==> src/pitp_pkg.sv <==
// Shared widths, field codes and control structs for the table interpolator.
// No dependencies; every other file of the block but pitp_ram imports this package.
package pitp_pkg;

	localparam int MAX_POINTS = 16;
	localparam int PTR_W      = $clog2(MAX_POINTS);
	localparam int POINT_W    = 16;
	localparam int OUT_W      = 16;
	localparam int PHASE_W    = 16;
	localparam int CNT_W      = 5;
	localparam int IDX_W      = 4;
	localparam int PROD_W     = PHASE_W + CNT_W;
	localparam int TAPS       = 4;

	// stream payload layout
	localparam int S_DATA_W   = 40;
	localparam int M_DATA_W   = 48;

	// datapath widths of the cubic and linear terms
	localparam int A0_W  = POINT_W + 2;
	localparam int A1_W  = POINT_W + 3;
	localparam int A2_W  = POINT_W + 1;
	localparam int D_W   = POINT_W + 1;
	localparam int TX_W  = PHASE_W + 1;
	localparam int P1_W  = A0_W + TX_W;
	localparam int PL_W  = D_W + TX_W;
	localparam int V_W   = POINT_W + 5;
	localparam int PV_W  = V_W + TX_W;

	localparam logic [CNT_W-1:0] CNT_MIN   = CNT_W'(2);
	localparam logic [CNT_W-1:0] CNT_MAX   = CNT_W'(MAX_POINTS);
	localparam logic [CNT_W-1:0] CNT_RESET = CNT_W'(2);

	localparam logic FUNC_WRITE = 1'b0;
	localparam logic FUNC_EVAL  = 1'b1;

	typedef logic signed [POINT_W-1:0] point_t;
	typedef logic [TAPS-1:0][POINT_W-1:0] taps_t;

	typedef struct packed {
		logic                        wr_en;
		logic [PTR_W-1:0]            wr_idx;
		logic [POINT_W-1:0]          wr_val;
		logic                        rd_en;
		logic [TAPS-1:0][PTR_W-1:0]  rd_addr;
	} tbl_req_t;

	typedef struct packed {
		logic ld_s4;
		logic ld_s5;
		logic ld_s6;
		logic ld_s7;
		logic ld_s8;
	} ctl_t;

endpackage

==> src/phase_indexed_table_interpolator_core.sv <==
// Phase-indexed table interpolator, top level.
// Depends on pitp_pkg, pitp_table and pitp_interp.
//
// Input stream s_*: s_tuser selects the item kind. A point-write transfer stores
// one 16-bit table point and gives no result; an evaluate transfer looks the
// table up at a 16-bit phase and gives one result with step, linear and
// four-point cubic values (Q2.13, signed, linear and cubic saturated).
// Output stream m_*: one transfer per evaluate item, in input order.
// cfg_wen/cfg_wdata set the number of points in use (clamped to 2..16); write
// it only while the pipeline is empty.
//
// Throughput: one item per cycle while the receiver takes results. Each of the
// eight pipeline stages holds one item; the table is read once per evaluate item
// in stage 2. Each result passes through stages s1 to s8 on its way to m_tdata.
// A stalled receiver holds m_tvalid and m_tdata; empty stages keep filling, and
// s_tready drops only once every stage holds an item.
// Reset: the pipeline empties, the point count returns to 2 and every table
// point reads as zero until written.
module phase_indexed_table_interpolator_core (
	input  logic                           clk,
	input  logic                           arst_n,
	input  logic                           s_tvalid,
	output logic                           s_tready,
	input  logic [pitp_pkg::S_DATA_W-1:0]  s_tdata,  // point_index, point_value, phase, zero pad
	input  logic                           s_tuser,  // func
	output logic                           m_tvalid,
	input  logic                           m_tready,
	output logic [pitp_pkg::M_DATA_W-1:0]  m_tdata,  // step_value, linear_value, cubic_value
	input  logic                           cfg_wen,
	input  logic [pitp_pkg::CNT_W-1:0]     cfg_wdata
);
	import pitp_pkg::*;

	function automatic logic [PTR_W-1:0] wrap_next(input logic [PTR_W-1:0] x,
		input logic [CNT_W-1:0] n);
		logic [CNT_W-1:0] s;
		s = CNT_W'(x) + CNT_W'(1);
		return (s >= n) ? PTR_W'(s - n) : PTR_W'(s);
	endfunction

	logic [CNT_W-1:0] cnt_q;

	logic vld_s1, vld_s2, vld_s3, vld_s4, vld_s5, vld_s6, vld_s7, vld_s8;
	logic rdy_s1, rdy_s2, rdy_s3, rdy_s4, rdy_s5, rdy_s6, rdy_s7, rdy_s8;

	logic               func_s1, func_s2;
	logic [IDX_W-1:0]   widx_s1, widx_s2;
	logic [POINT_W-1:0] pval_s1, pval_s2;
	logic [PHASE_W-1:0] phase_s1;
	logic [PTR_W-1:0]   idx_s2;
	logic [PHASE_W-1:0] t_s2, t_s3;

	logic [PROD_W-1:0]  prod;
	tbl_req_t           req;
	ctl_t               ctl;
	taps_t              taps;

	// ready chain: a stage takes a new item when empty or when it drains
	assign rdy_s8 = !vld_s8 || m_tready;
	assign rdy_s7 = !vld_s7 || rdy_s8;
	assign rdy_s6 = !vld_s6 || rdy_s7;
	assign rdy_s5 = !vld_s5 || rdy_s6;
	assign rdy_s4 = !vld_s4 || rdy_s5;
	assign rdy_s3 = !vld_s3 || rdy_s4;
	assign rdy_s2 = !vld_s2 || rdy_s3;
	assign rdy_s1 = !vld_s1 || rdy_s2;
	assign s_tready = rdy_s1;
	assign m_tvalid = vld_s8;

	always_ff @(posedge clk or negedge arst_n) begin
		if (!arst_n) begin
			cnt_q  <= CNT_RESET;
			vld_s1 <= 1'b0;
			vld_s2 <= 1'b0;
			vld_s3 <= 1'b0;
			vld_s4 <= 1'b0;
			vld_s5 <= 1'b0;
			vld_s6 <= 1'b0;
			vld_s7 <= 1'b0;
			vld_s8 <= 1'b0;
		end else begin
			if (cfg_wen) begin
				if (cfg_wdata < CNT_MIN) begin
					cnt_q <= CNT_MIN;
				end else if (cfg_wdata > CNT_MAX) begin
					cnt_q <= CNT_MAX;
				end else begin
					cnt_q <= cfg_wdata;
				end
			end
			if (rdy_s1) vld_s1 <= s_tvalid;
			if (rdy_s2) vld_s2 <= vld_s1;
			// drop write items once they have updated the table
			if (rdy_s3) vld_s3 <= vld_s2 && (func_s2 == FUNC_EVAL);
			if (rdy_s4) vld_s4 <= vld_s3;
			if (rdy_s5) vld_s5 <= vld_s4;
			if (rdy_s6) vld_s6 <= vld_s5;
			if (rdy_s7) vld_s7 <= vld_s6;
			if (rdy_s8) vld_s8 <= vld_s7;
		end
	end

	assign prod = PROD_W'(phase_s1) * PROD_W'(cnt_q);

	always_ff @(posedge clk) begin
		if (rdy_s1 && s_tvalid) begin
			func_s1  <= s_tuser;
			widx_s1  <= s_tdata[IDX_W-1:0];
			pval_s1  <= s_tdata[IDX_W+POINT_W-1:IDX_W];
			phase_s1 <= s_tdata[IDX_W+POINT_W+PHASE_W-1:IDX_W+POINT_W];
		end
		if (rdy_s2 && vld_s1) begin
			func_s2 <= func_s1;
			widx_s2 <= widx_s1;
			pval_s2 <= pval_s1;
			idx_s2  <= prod[PHASE_W+PTR_W-1:PHASE_W];
			t_s2    <= prod[PHASE_W-1:0];
		end
		if (req.rd_en) begin
			t_s3 <= t_s2;
		end
	end

	// table access happens as the item leaves stage 2, so order is kept
	always_comb begin
		req.wr_en      = rdy_s3 && vld_s2 && (func_s2 == FUNC_WRITE);
		req.wr_idx     = PTR_W'(widx_s2);
		req.wr_val     = pval_s2;
		req.rd_en      = rdy_s3 && vld_s2 && (func_s2 == FUNC_EVAL);
		req.rd_addr[0] = idx_s2;
		req.rd_addr[1] = wrap_next(idx_s2, cnt_q);
		req.rd_addr[2] = wrap_next(req.rd_addr[1], cnt_q);
		req.rd_addr[3] = wrap_next(req.rd_addr[2], cnt_q);
	end

	always_comb begin
		ctl.ld_s4 = rdy_s4 && vld_s3;
		ctl.ld_s5 = rdy_s5 && vld_s4;
		ctl.ld_s6 = rdy_s6 && vld_s5;
		ctl.ld_s7 = rdy_s7 && vld_s6;
		ctl.ld_s8 = rdy_s8 && vld_s7;
	end

	pitp_table u_table (
		.clk    (clk),
		.arst_n (arst_n),
		.req    (req),
		.taps   (taps)
	);

	pitp_interp u_interp (
		.clk    (clk),
		.ctl    (ctl),
		.taps   (taps),
		.t_s3   (t_s3),
		.result (m_tdata)
	);

endmodule

==> src/pitp_ram.sv <==
// Generic single-write, single-read RAM with a registered read port.
// No package dependency.
module pitp_ram #(
	parameter int WIDTH = 16,
	parameter int DEPTH = 16
) (
	input  logic                     clk,
	input  logic                     we,
	input  logic [$clog2(DEPTH)-1:0] waddr,
	input  logic [WIDTH-1:0]         wdata,
	input  logic                     re,
	input  logic [$clog2(DEPTH)-1:0] raddr,
	output logic [WIDTH-1:0]         rdata
);

	logic [WIDTH-1:0] mem_q [DEPTH];

	always_ff @(posedge clk) begin
		if (we) begin
			mem_q[waddr] <= wdata;
		end
		if (re) begin
			rdata <= mem_q[raddr];
		end
	end

endmodule

==> src/pitp_table.sv <==
// Point table: four RAM copies for four reads per cycle, plus per-entry valid bits
// so unwritten entries read as zero. Depends on pitp_pkg and pitp_ram.
module pitp_table (
	input  logic              clk,
	input  logic              arst_n,
	input  pitp_pkg::tbl_req_t req,
	output pitp_pkg::taps_t   taps
);
	import pitp_pkg::*;

	logic [MAX_POINTS-1:0] ent_vld_q;
	logic [TAPS-1:0]       rd_vld_q;
	taps_t                 raw;

	always_ff @(posedge clk or negedge arst_n) begin
		if (!arst_n) begin
			ent_vld_q <= '0;
			rd_vld_q  <= '0;
		end else begin
			if (req.wr_en) begin
				ent_vld_q[req.wr_idx] <= 1'b1;
			end
			if (req.rd_en) begin
				for (int k = 0; k < TAPS; k++) begin
					rd_vld_q[k] <= ent_vld_q[req.rd_addr[k]];
				end
			end
		end
	end

	for (genvar k = 0; k < TAPS; k++) begin : g_copy
		pitp_ram #(
			.WIDTH (POINT_W),
			.DEPTH (MAX_POINTS)
		) u_ram (
			.clk   (clk),
			.we    (req.wr_en),
			.waddr (req.wr_idx),
			.wdata (req.wr_val),
			.re    (req.rd_en),
			.raddr (req.rd_addr[k]),
			.rdata (raw[k])
		);

		// never-written entries read as zero
		assign taps[k] = rd_vld_q[k] ? raw[k] : '0;
	end

endmodule

==> src/pitp_interp.sv <==
// Arithmetic stages s4..s8: cubic coefficients, three Horner multiplies, linear
// term and output saturation. Depends on pitp_pkg; stage loads come from the top.
module pitp_interp (
	input  logic                    clk,
	input  pitp_pkg::ctl_t          ctl,
	input  pitp_pkg::taps_t         taps,
	input  logic [pitp_pkg::PHASE_W-1:0] t_s3,
	output logic [pitp_pkg::M_DATA_W-1:0] result
);
	import pitp_pkg::*;

	function automatic logic [OUT_W-1:0] sat_out(input logic signed [V_W-1:0] v);
		logic signed [V_W-1:0] hi;
		logic signed [V_W-1:0] lo;
		hi = V_W'(32767);
		lo = -V_W'(32768);
		if (v > hi) begin
			return OUT_W'(hi);
		end else if (v < lo) begin
			return OUT_W'(lo);
		end
		return v[OUT_W-1:0];
	endfunction

	point_t y0, y1, y2, y3;
	logic signed [A0_W-1:0] a0;
	logic signed [A1_W-1:0] a1;
	logic signed [A2_W-1:0] a2;
	logic signed [D_W-1:0]  d;

	assign y0 = point_t'(taps[0]);
	assign y1 = point_t'(taps[1]);
	assign y2 = point_t'(taps[2]);
	assign y3 = point_t'(taps[3]);

	assign a0 = A0_W'(y3) - A0_W'(y2) - A0_W'(y0) + A0_W'(y1);
	assign a1 = A1_W'(y0) - A1_W'(y1) - A1_W'(a0);
	assign a2 = A2_W'(y2) - A2_W'(y0);
	assign d  = D_W'(y1) - D_W'(y0);

	// s4: coefficients
	logic signed [A0_W-1:0]  a0_s4;
	logic signed [A1_W-1:0]  a1_s4;
	logic signed [A2_W-1:0]  a2_s4;
	point_t                  a3_s4, y0_s4;
	logic signed [D_W-1:0]   d_s4;
	logic [PHASE_W-1:0]      t_s4;

	// s5: first products
	logic signed [P1_W-1:0]  p1_s5;
	logic signed [PL_W-1:0]  pl_s5;
	logic signed [A1_W-1:0]  a1_s5;
	logic signed [A2_W-1:0]  a2_s5;
	point_t                  a3_s5, y0_s5;
	logic [PHASE_W-1:0]      t_s5;

	// s6: second Horner product
	logic signed [PV_W-1:0]  p2_s6;
	logic signed [PL_W-1:0]  pl_s6;
	logic signed [A2_W-1:0]  a2_s6;
	point_t                  a3_s6, y0_s6;
	logic [PHASE_W-1:0]      t_s6;

	// s7: third Horner product
	logic signed [PV_W-1:0]  p3_s7;
	logic signed [PL_W-1:0]  pl_s7;
	point_t                  a3_s7, y0_s7;

	// s8: output register
	logic [OUT_W-1:0] step_s8, lin_s8, cub_s8;

	logic signed [TX_W-1:0] tx_s4, tx_s5, tx_s6;
	logic signed [V_W-1:0]  v1, v2, v3, lin;

	assign tx_s4 = $signed({1'b0, t_s4});
	assign tx_s5 = $signed({1'b0, t_s5});
	assign tx_s6 = $signed({1'b0, t_s6});

	// floor(p / 65536) is the upper part of each product
	assign v1  = V_W'($signed(p1_s5[P1_W-1:PHASE_W])) + V_W'(a1_s5);
	assign v2  = $signed(p2_s6[PHASE_W+V_W-1:PHASE_W]) + V_W'(a2_s6);
	assign v3  = $signed(p3_s7[PHASE_W+V_W-1:PHASE_W]) + V_W'(a3_s7);
	assign lin = V_W'($signed(pl_s7[PL_W-1:PHASE_W])) + V_W'(y0_s7);

	always_ff @(posedge clk) begin
		if (ctl.ld_s4) begin
			a0_s4 <= a0;
			a1_s4 <= a1;
			a2_s4 <= a2;
			a3_s4 <= y1;
			y0_s4 <= y0;
			d_s4  <= d;
			t_s4  <= t_s3;
		end
		if (ctl.ld_s5) begin
			p1_s5 <= a0_s4 * tx_s4;
			pl_s5 <= d_s4 * tx_s4;
			a1_s5 <= a1_s4;
			a2_s5 <= a2_s4;
			a3_s5 <= a3_s4;
			y0_s5 <= y0_s4;
			t_s5  <= t_s4;
		end
		if (ctl.ld_s6) begin
			p2_s6 <= v1 * tx_s5;
			pl_s6 <= pl_s5;
			a2_s6 <= a2_s5;
			a3_s6 <= a3_s5;
			y0_s6 <= y0_s5;
			t_s6  <= t_s5;
		end
		if (ctl.ld_s7) begin
			p3_s7 <= v2 * tx_s6;
			pl_s7 <= pl_s6;
			a3_s7 <= a3_s6;
			y0_s7 <= y0_s6;
		end
		if (ctl.ld_s8) begin
			step_s8 <= y0_s7;
			lin_s8  <= sat_out(lin);
			cub_s8  <= sat_out(v3);
		end
	end

	assign result = {cub_s8, lin_s8, step_s8};

endmodule

==> config.mk <==
export PLATFORM = sky130hd
export DESIGN_NAME = phase_indexed_table_interpolator_core
export DESIGN_NICKNAME = d
export VERILOG_FILES = /design/src/pitp_pkg.sv /design/src/phase_indexed_table_interpolator_core.sv /design/src/pitp_ram.sv /design/src/pitp_table.sv /design/src/pitp_interp.sv
export SDC_FILE = /design/constraint.sdc
export NUM_CORES = 2
export LEC_CHECK = 0
export ABC_AREA = 1
export BUFFER_PORTS_ARGS = -buffer_cell sky130_fd_sc_hd__buf_2
export CAP_MARGIN = 20
export CORE_AREA = 2 2 373 375
export CTS_CLUSTER_SIZE = 20
export DETAILED_ROUTE_END_ITERATION = 10
export DIE_AREA = 0 0 375 377
export GPL_ROUTABILITY_DRIVEN = 0
export MAX_ROUTING_LAYER = met4
export PLACE_DENSITY = 0.86
export SYNTH_ARGS = -nofsm -noshare
export SYNTH_HDL_FRONTEND = slang
export SYNTH_SLANG_ARGS = --single-unit
==> constraint.sdc <==
create_clock -name clk -period 13.7 [get_ports clk]
set_input_delay 2.74 -clock clk [delete_from_list [all_inputs] [get_ports clk]]
set_output_delay 2.74 -clock clk [all_outputs]
set_load 0.03 [all_outputs]
==> impl_table.tex <==
\begin{tabular}{lr}
\hline
Metric & Value \\
\hline
\multicolumn{2}{l}{\textbf{Status}} \\
Run status & finished, violations left \\
Failing checks & DRC \\
\multicolumn{2}{l}{\textbf{Die}} \\
Cell row count & $\sim$140 \\
Standard cell core area & 137000 um2 \\
DIE AREA & roughly 140000 um2 \\
Boundary Pins & between 100 and 150 \\
Die H & roughly 380 um \\
Initial Utilization & 0.696 \\
Die X & 375 um \\
\multicolumn{2}{l}{\textbf{Synthesis}} \\
Share of the synthesized area in the top cell type & 0.276 \\
Synth warnings & 0 \\
Cell count after synthesis & 10600 \\
Mean area per synthesized cell & $\sim$9.0 um2 \\
Area leader, netlist & edfxtp\_1 \\
Total of flip-flops plus latches after synthesis & 910 \\
Library cells used by synthesis & between 60 and 70 \\
Most instantiated flip-flop cell in the synthesis netlist & edfxtp\_1 \\
Synthesized net count & between 10000 and 15000 \\
Share of the yosys chip area belonging to registers & 0.285 \\
Top area cells in the synthesized netlist & edfxtp\_1 (28\%), fa\_1 (27\%), inv\_1 (9.3\%), nand2\_1 (7.5\%), ha\_1 (7.3\%) \\
Combined area of all synthesized cells & between 90000 and 100000 um2 \\
Number of synthesized flops with an enable pin & $\sim$880 \\
Share of flip-flops with an asynchronous set or reset after synthesis & 0.0363 \\
\multicolumn{2}{l}{\textbf{Worst setup path}} \\
Required time at the endpoint of the critical path & $\sim$14 ns \\
Startpoint-to-endpoint class of the critical path & reg -> reg \\
CP dominant cell by count & nand2\_1 \\
Startpoint Class & register \\
Peak per-stage delay on the critical path & 0.83 ns \\
Slowest-stage cell, CP & nand2\_4 \\
Crit path capture type & register \\
Worst endpoint data arrival time & approximately 11 ns \\
Crit path max fanout & 87 \\
\multicolumn{2}{l}{\textbf{Placement}} \\
Post-DP HPWL & about 190000 um \\
Count of port buffers added during placement & 96 \\
\multicolumn{2}{l}{\textbf{Global routing}} \\
Global route total overflow & 0 \\
Number of antenna violations at the first check in global routing & 11 \\
Combined global-route utilization of all metal layers & 0.401 \\
First-pass GRT wire length & approximately 430000 um \\
Maximum number of pins on one net before global-route repair & between 100 and 150 \\
Vias in the first global route & $\sim$80000 \\
\multicolumn{2}{l}{\textbf{Clock network}} \\
Buffer cell driving the clock tree root & clkbuf\_16 \\
Number of sinks driven by the clock tree & between 900 and 1000 \\
Setup Buffers After CTS & 0 \\
CTS tree & yes \\
CTS H-tree depth & 3 \\
Number of buffers added by the clock tree synthesis step & 96 \\
Post-CTS Resized & 0 \\
Max Buffers Root-to-Sink & 3 \\
Worst-skew pair later-pin latency & between 0.7 and 0.8 ns \\
Cts-stage hold buffer count & 0 \\
Clock edge transition at the registers on the reported setup and hold paths & 0.06 ns \\
\multicolumn{2}{l}{\textbf{Layout}} \\
Commonest non-fill, non-tap cell in the layout & inv\_1 \\
Fin nets & approximately 12000 \\
Fraction of final layout cells sized beyond drive strength 1 & 0.0447 \\
Post-synthesis to final-layout area growth & 5.41\% \\
Most used cells in the layout excluding fill and tap cells & inv\_1 (2356), nand2\_1 (1914), fa\_1 (1304) \\
\multicolumn{2}{l}{\textbf{STA}} \\
Share of the clock period used by the worst path & 0.790 \\
RSZ-0062 raised after global routing & false \\
Clock period minus final worst setup slack & $\sim$11 ns \\
Layout Skew & between 0.07 and 0.08 ns \\
Final setup violation count & 0 \\
Setup TNS Final & 0 ns \\
Final Hold Fails & 0 \\
Worst-margin pin slew & about 1.2 ns \\
Number of pins with negative max-slew slack in the final report & 0 \\
Achievable Freq & slightly above 90 MHz \\
Slew headroom & 0.189 \\
\multicolumn{2}{l}{\textbf{Route}} \\
Count of nets left with antenna violations after detail routing & 0 \\
Number of remaining DRC errors & 3 \\
Number of search-and-repair iterations in the first detailed-routing pass & 11 \\
Drt first-iter violations & between 10000 and 15000 \\
Vias after detailed routing & roughly 78000 \\
Routed wire per std cell & around 22 um \\
Avg Vias per Cell & between 6 and 7 \\
Final Routed Wirelength & 272000 um \\
\multicolumn{2}{l}{\textbf{Worst hold path}} \\
Path class of the lowest-slack min-delay path & reg -> reg \\
\multicolumn{2}{l}{\textbf{Flow run}} \\
Total of max-cap violations & 0 \\
\hline
\end{tabular}
## routing by layer
layer	track usage	share of wire	vias up
met5	-	0	-
met4	0.247	0.078	0
met3	0.113	0.14	1930
met2	0.610	0.45	6339
met1	0.476	0.33	37000
li1	-	-	32900
## critical path, delay by kind of cell (launching register included)
family / cells / cell delay [ns]
AO/OA/AOI/OAI: 5 / 0.83
buffers and inverters: 9 / 2.73
adder cells (fa/ha/maj): 4 / 1.19
flip-flops: 1 / 0.33
AND/OR/NAND/NOR: 23 / 5.29
## state kept, by name, indices dropped and copies added, names as in the netlist, 17 cells and up
signal / flops
u_interp.p1_s5: 19
u_table.g_copy.u_ram.rdata: 64
u_table.g_copy.u_ram.mem_q: 256
u_interp.a2_s6: 17
u_interp.a1_s5: 19
u_interp.pl_s6: 18
u_interp.a2_s4: 17
u_interp.a0_s4: 18
u_interp.pl_s7: 18
u_interp.pl_s5: 18
u_interp.a2_s5: 17
u_interp.a1_s4: 19
u_interp.p3_s7: 21
u_interp.d_s4: 17
u_interp.p2_s6: 21
## synth_stat cells (28+ instances only)
cell,instances
a21oi_1,451
a31oi_1,28
buf_2,66
clkbuf_1,350
dfrtp_1,32
edfxtp_1,877
fa_1,1304
ha_1,559
inv_1,2363
nand2_1,1916
nand3_1,295
nand4_1,54
nor2_1,736
nor3_1,47
o2111ai_1,69
o211ai_1,186
o21ai_0,574
o21ai_1,41
o221ai_1,72
or2_2,51
xnor2_1,109
xor2_1,154
## kinds of logic after synthesis
logic type / Yosys count / share of synthesized area
AND/OR/NAND/NOR: 3172 / 0.135
buffers and inverters: 2823 / 0.113
adder cells (fa/ha/maj): 1863 / 0.347
AO/OA/AOI/OAI: 1551 / 0.0962
flip-flops: 910 / 0.285
XOR/XNOR: 263 / 0.0242
## path summary, 6_finish.rpt
| check | from | to | slack, ns | cells after the start |
|---|---|---|---|---|
| hold / removal | t_s2[0] | t_s3[0] | 0.36 | 0 |
| setup reg to reg | idx_s2[1] | u_table.g_copy[3].u_ram.rdata[10] | 2.88 | 41 |
| max in group asynchronous | arst_n | vld_s4 | 10.99 | 1 |
| setup / recovery | idx_s2[1] | u_table.g_copy[3].u_ram.rdata[10] | 2.88 | 41 |
| min in group asynchronous | arst_n | cnt_q[2] | 2.09 | 1 |
| hold reg to reg | t_s2[0] | t_s3[0] | 0.36 | 0 |
## layout make-up
class                      instances  area [um2]
inverter                        2385        8960
clock buffer                     114        2590
tap                             1794        2240
timing repair buffer             182        1170
fill                            8766       36400
multi-input combinational       6849       57600
sequential                       910       27200
clock inverter                    66         746
antenna                           13        32.5
## stage by stage
stage               instances  setup slack (ns)  area (um2)  utilization  hold WS [ns]
floorplan               10600              4.92       95400            -         0.400
CTS                     12300              3.63      100000        0.733         0.349
global route            12300              2.73      101000        0.734         0.378
detailed placement      12100              3.71       97100        0.709         0.405
global placement        12100              4.05       97100        0.709         0.400
finish                  12300              2.88      101000        0.734         0.358
Power is not shown: default switching activity piles up to over one toggle a cycle in this logic, so the estimate is an artifact.
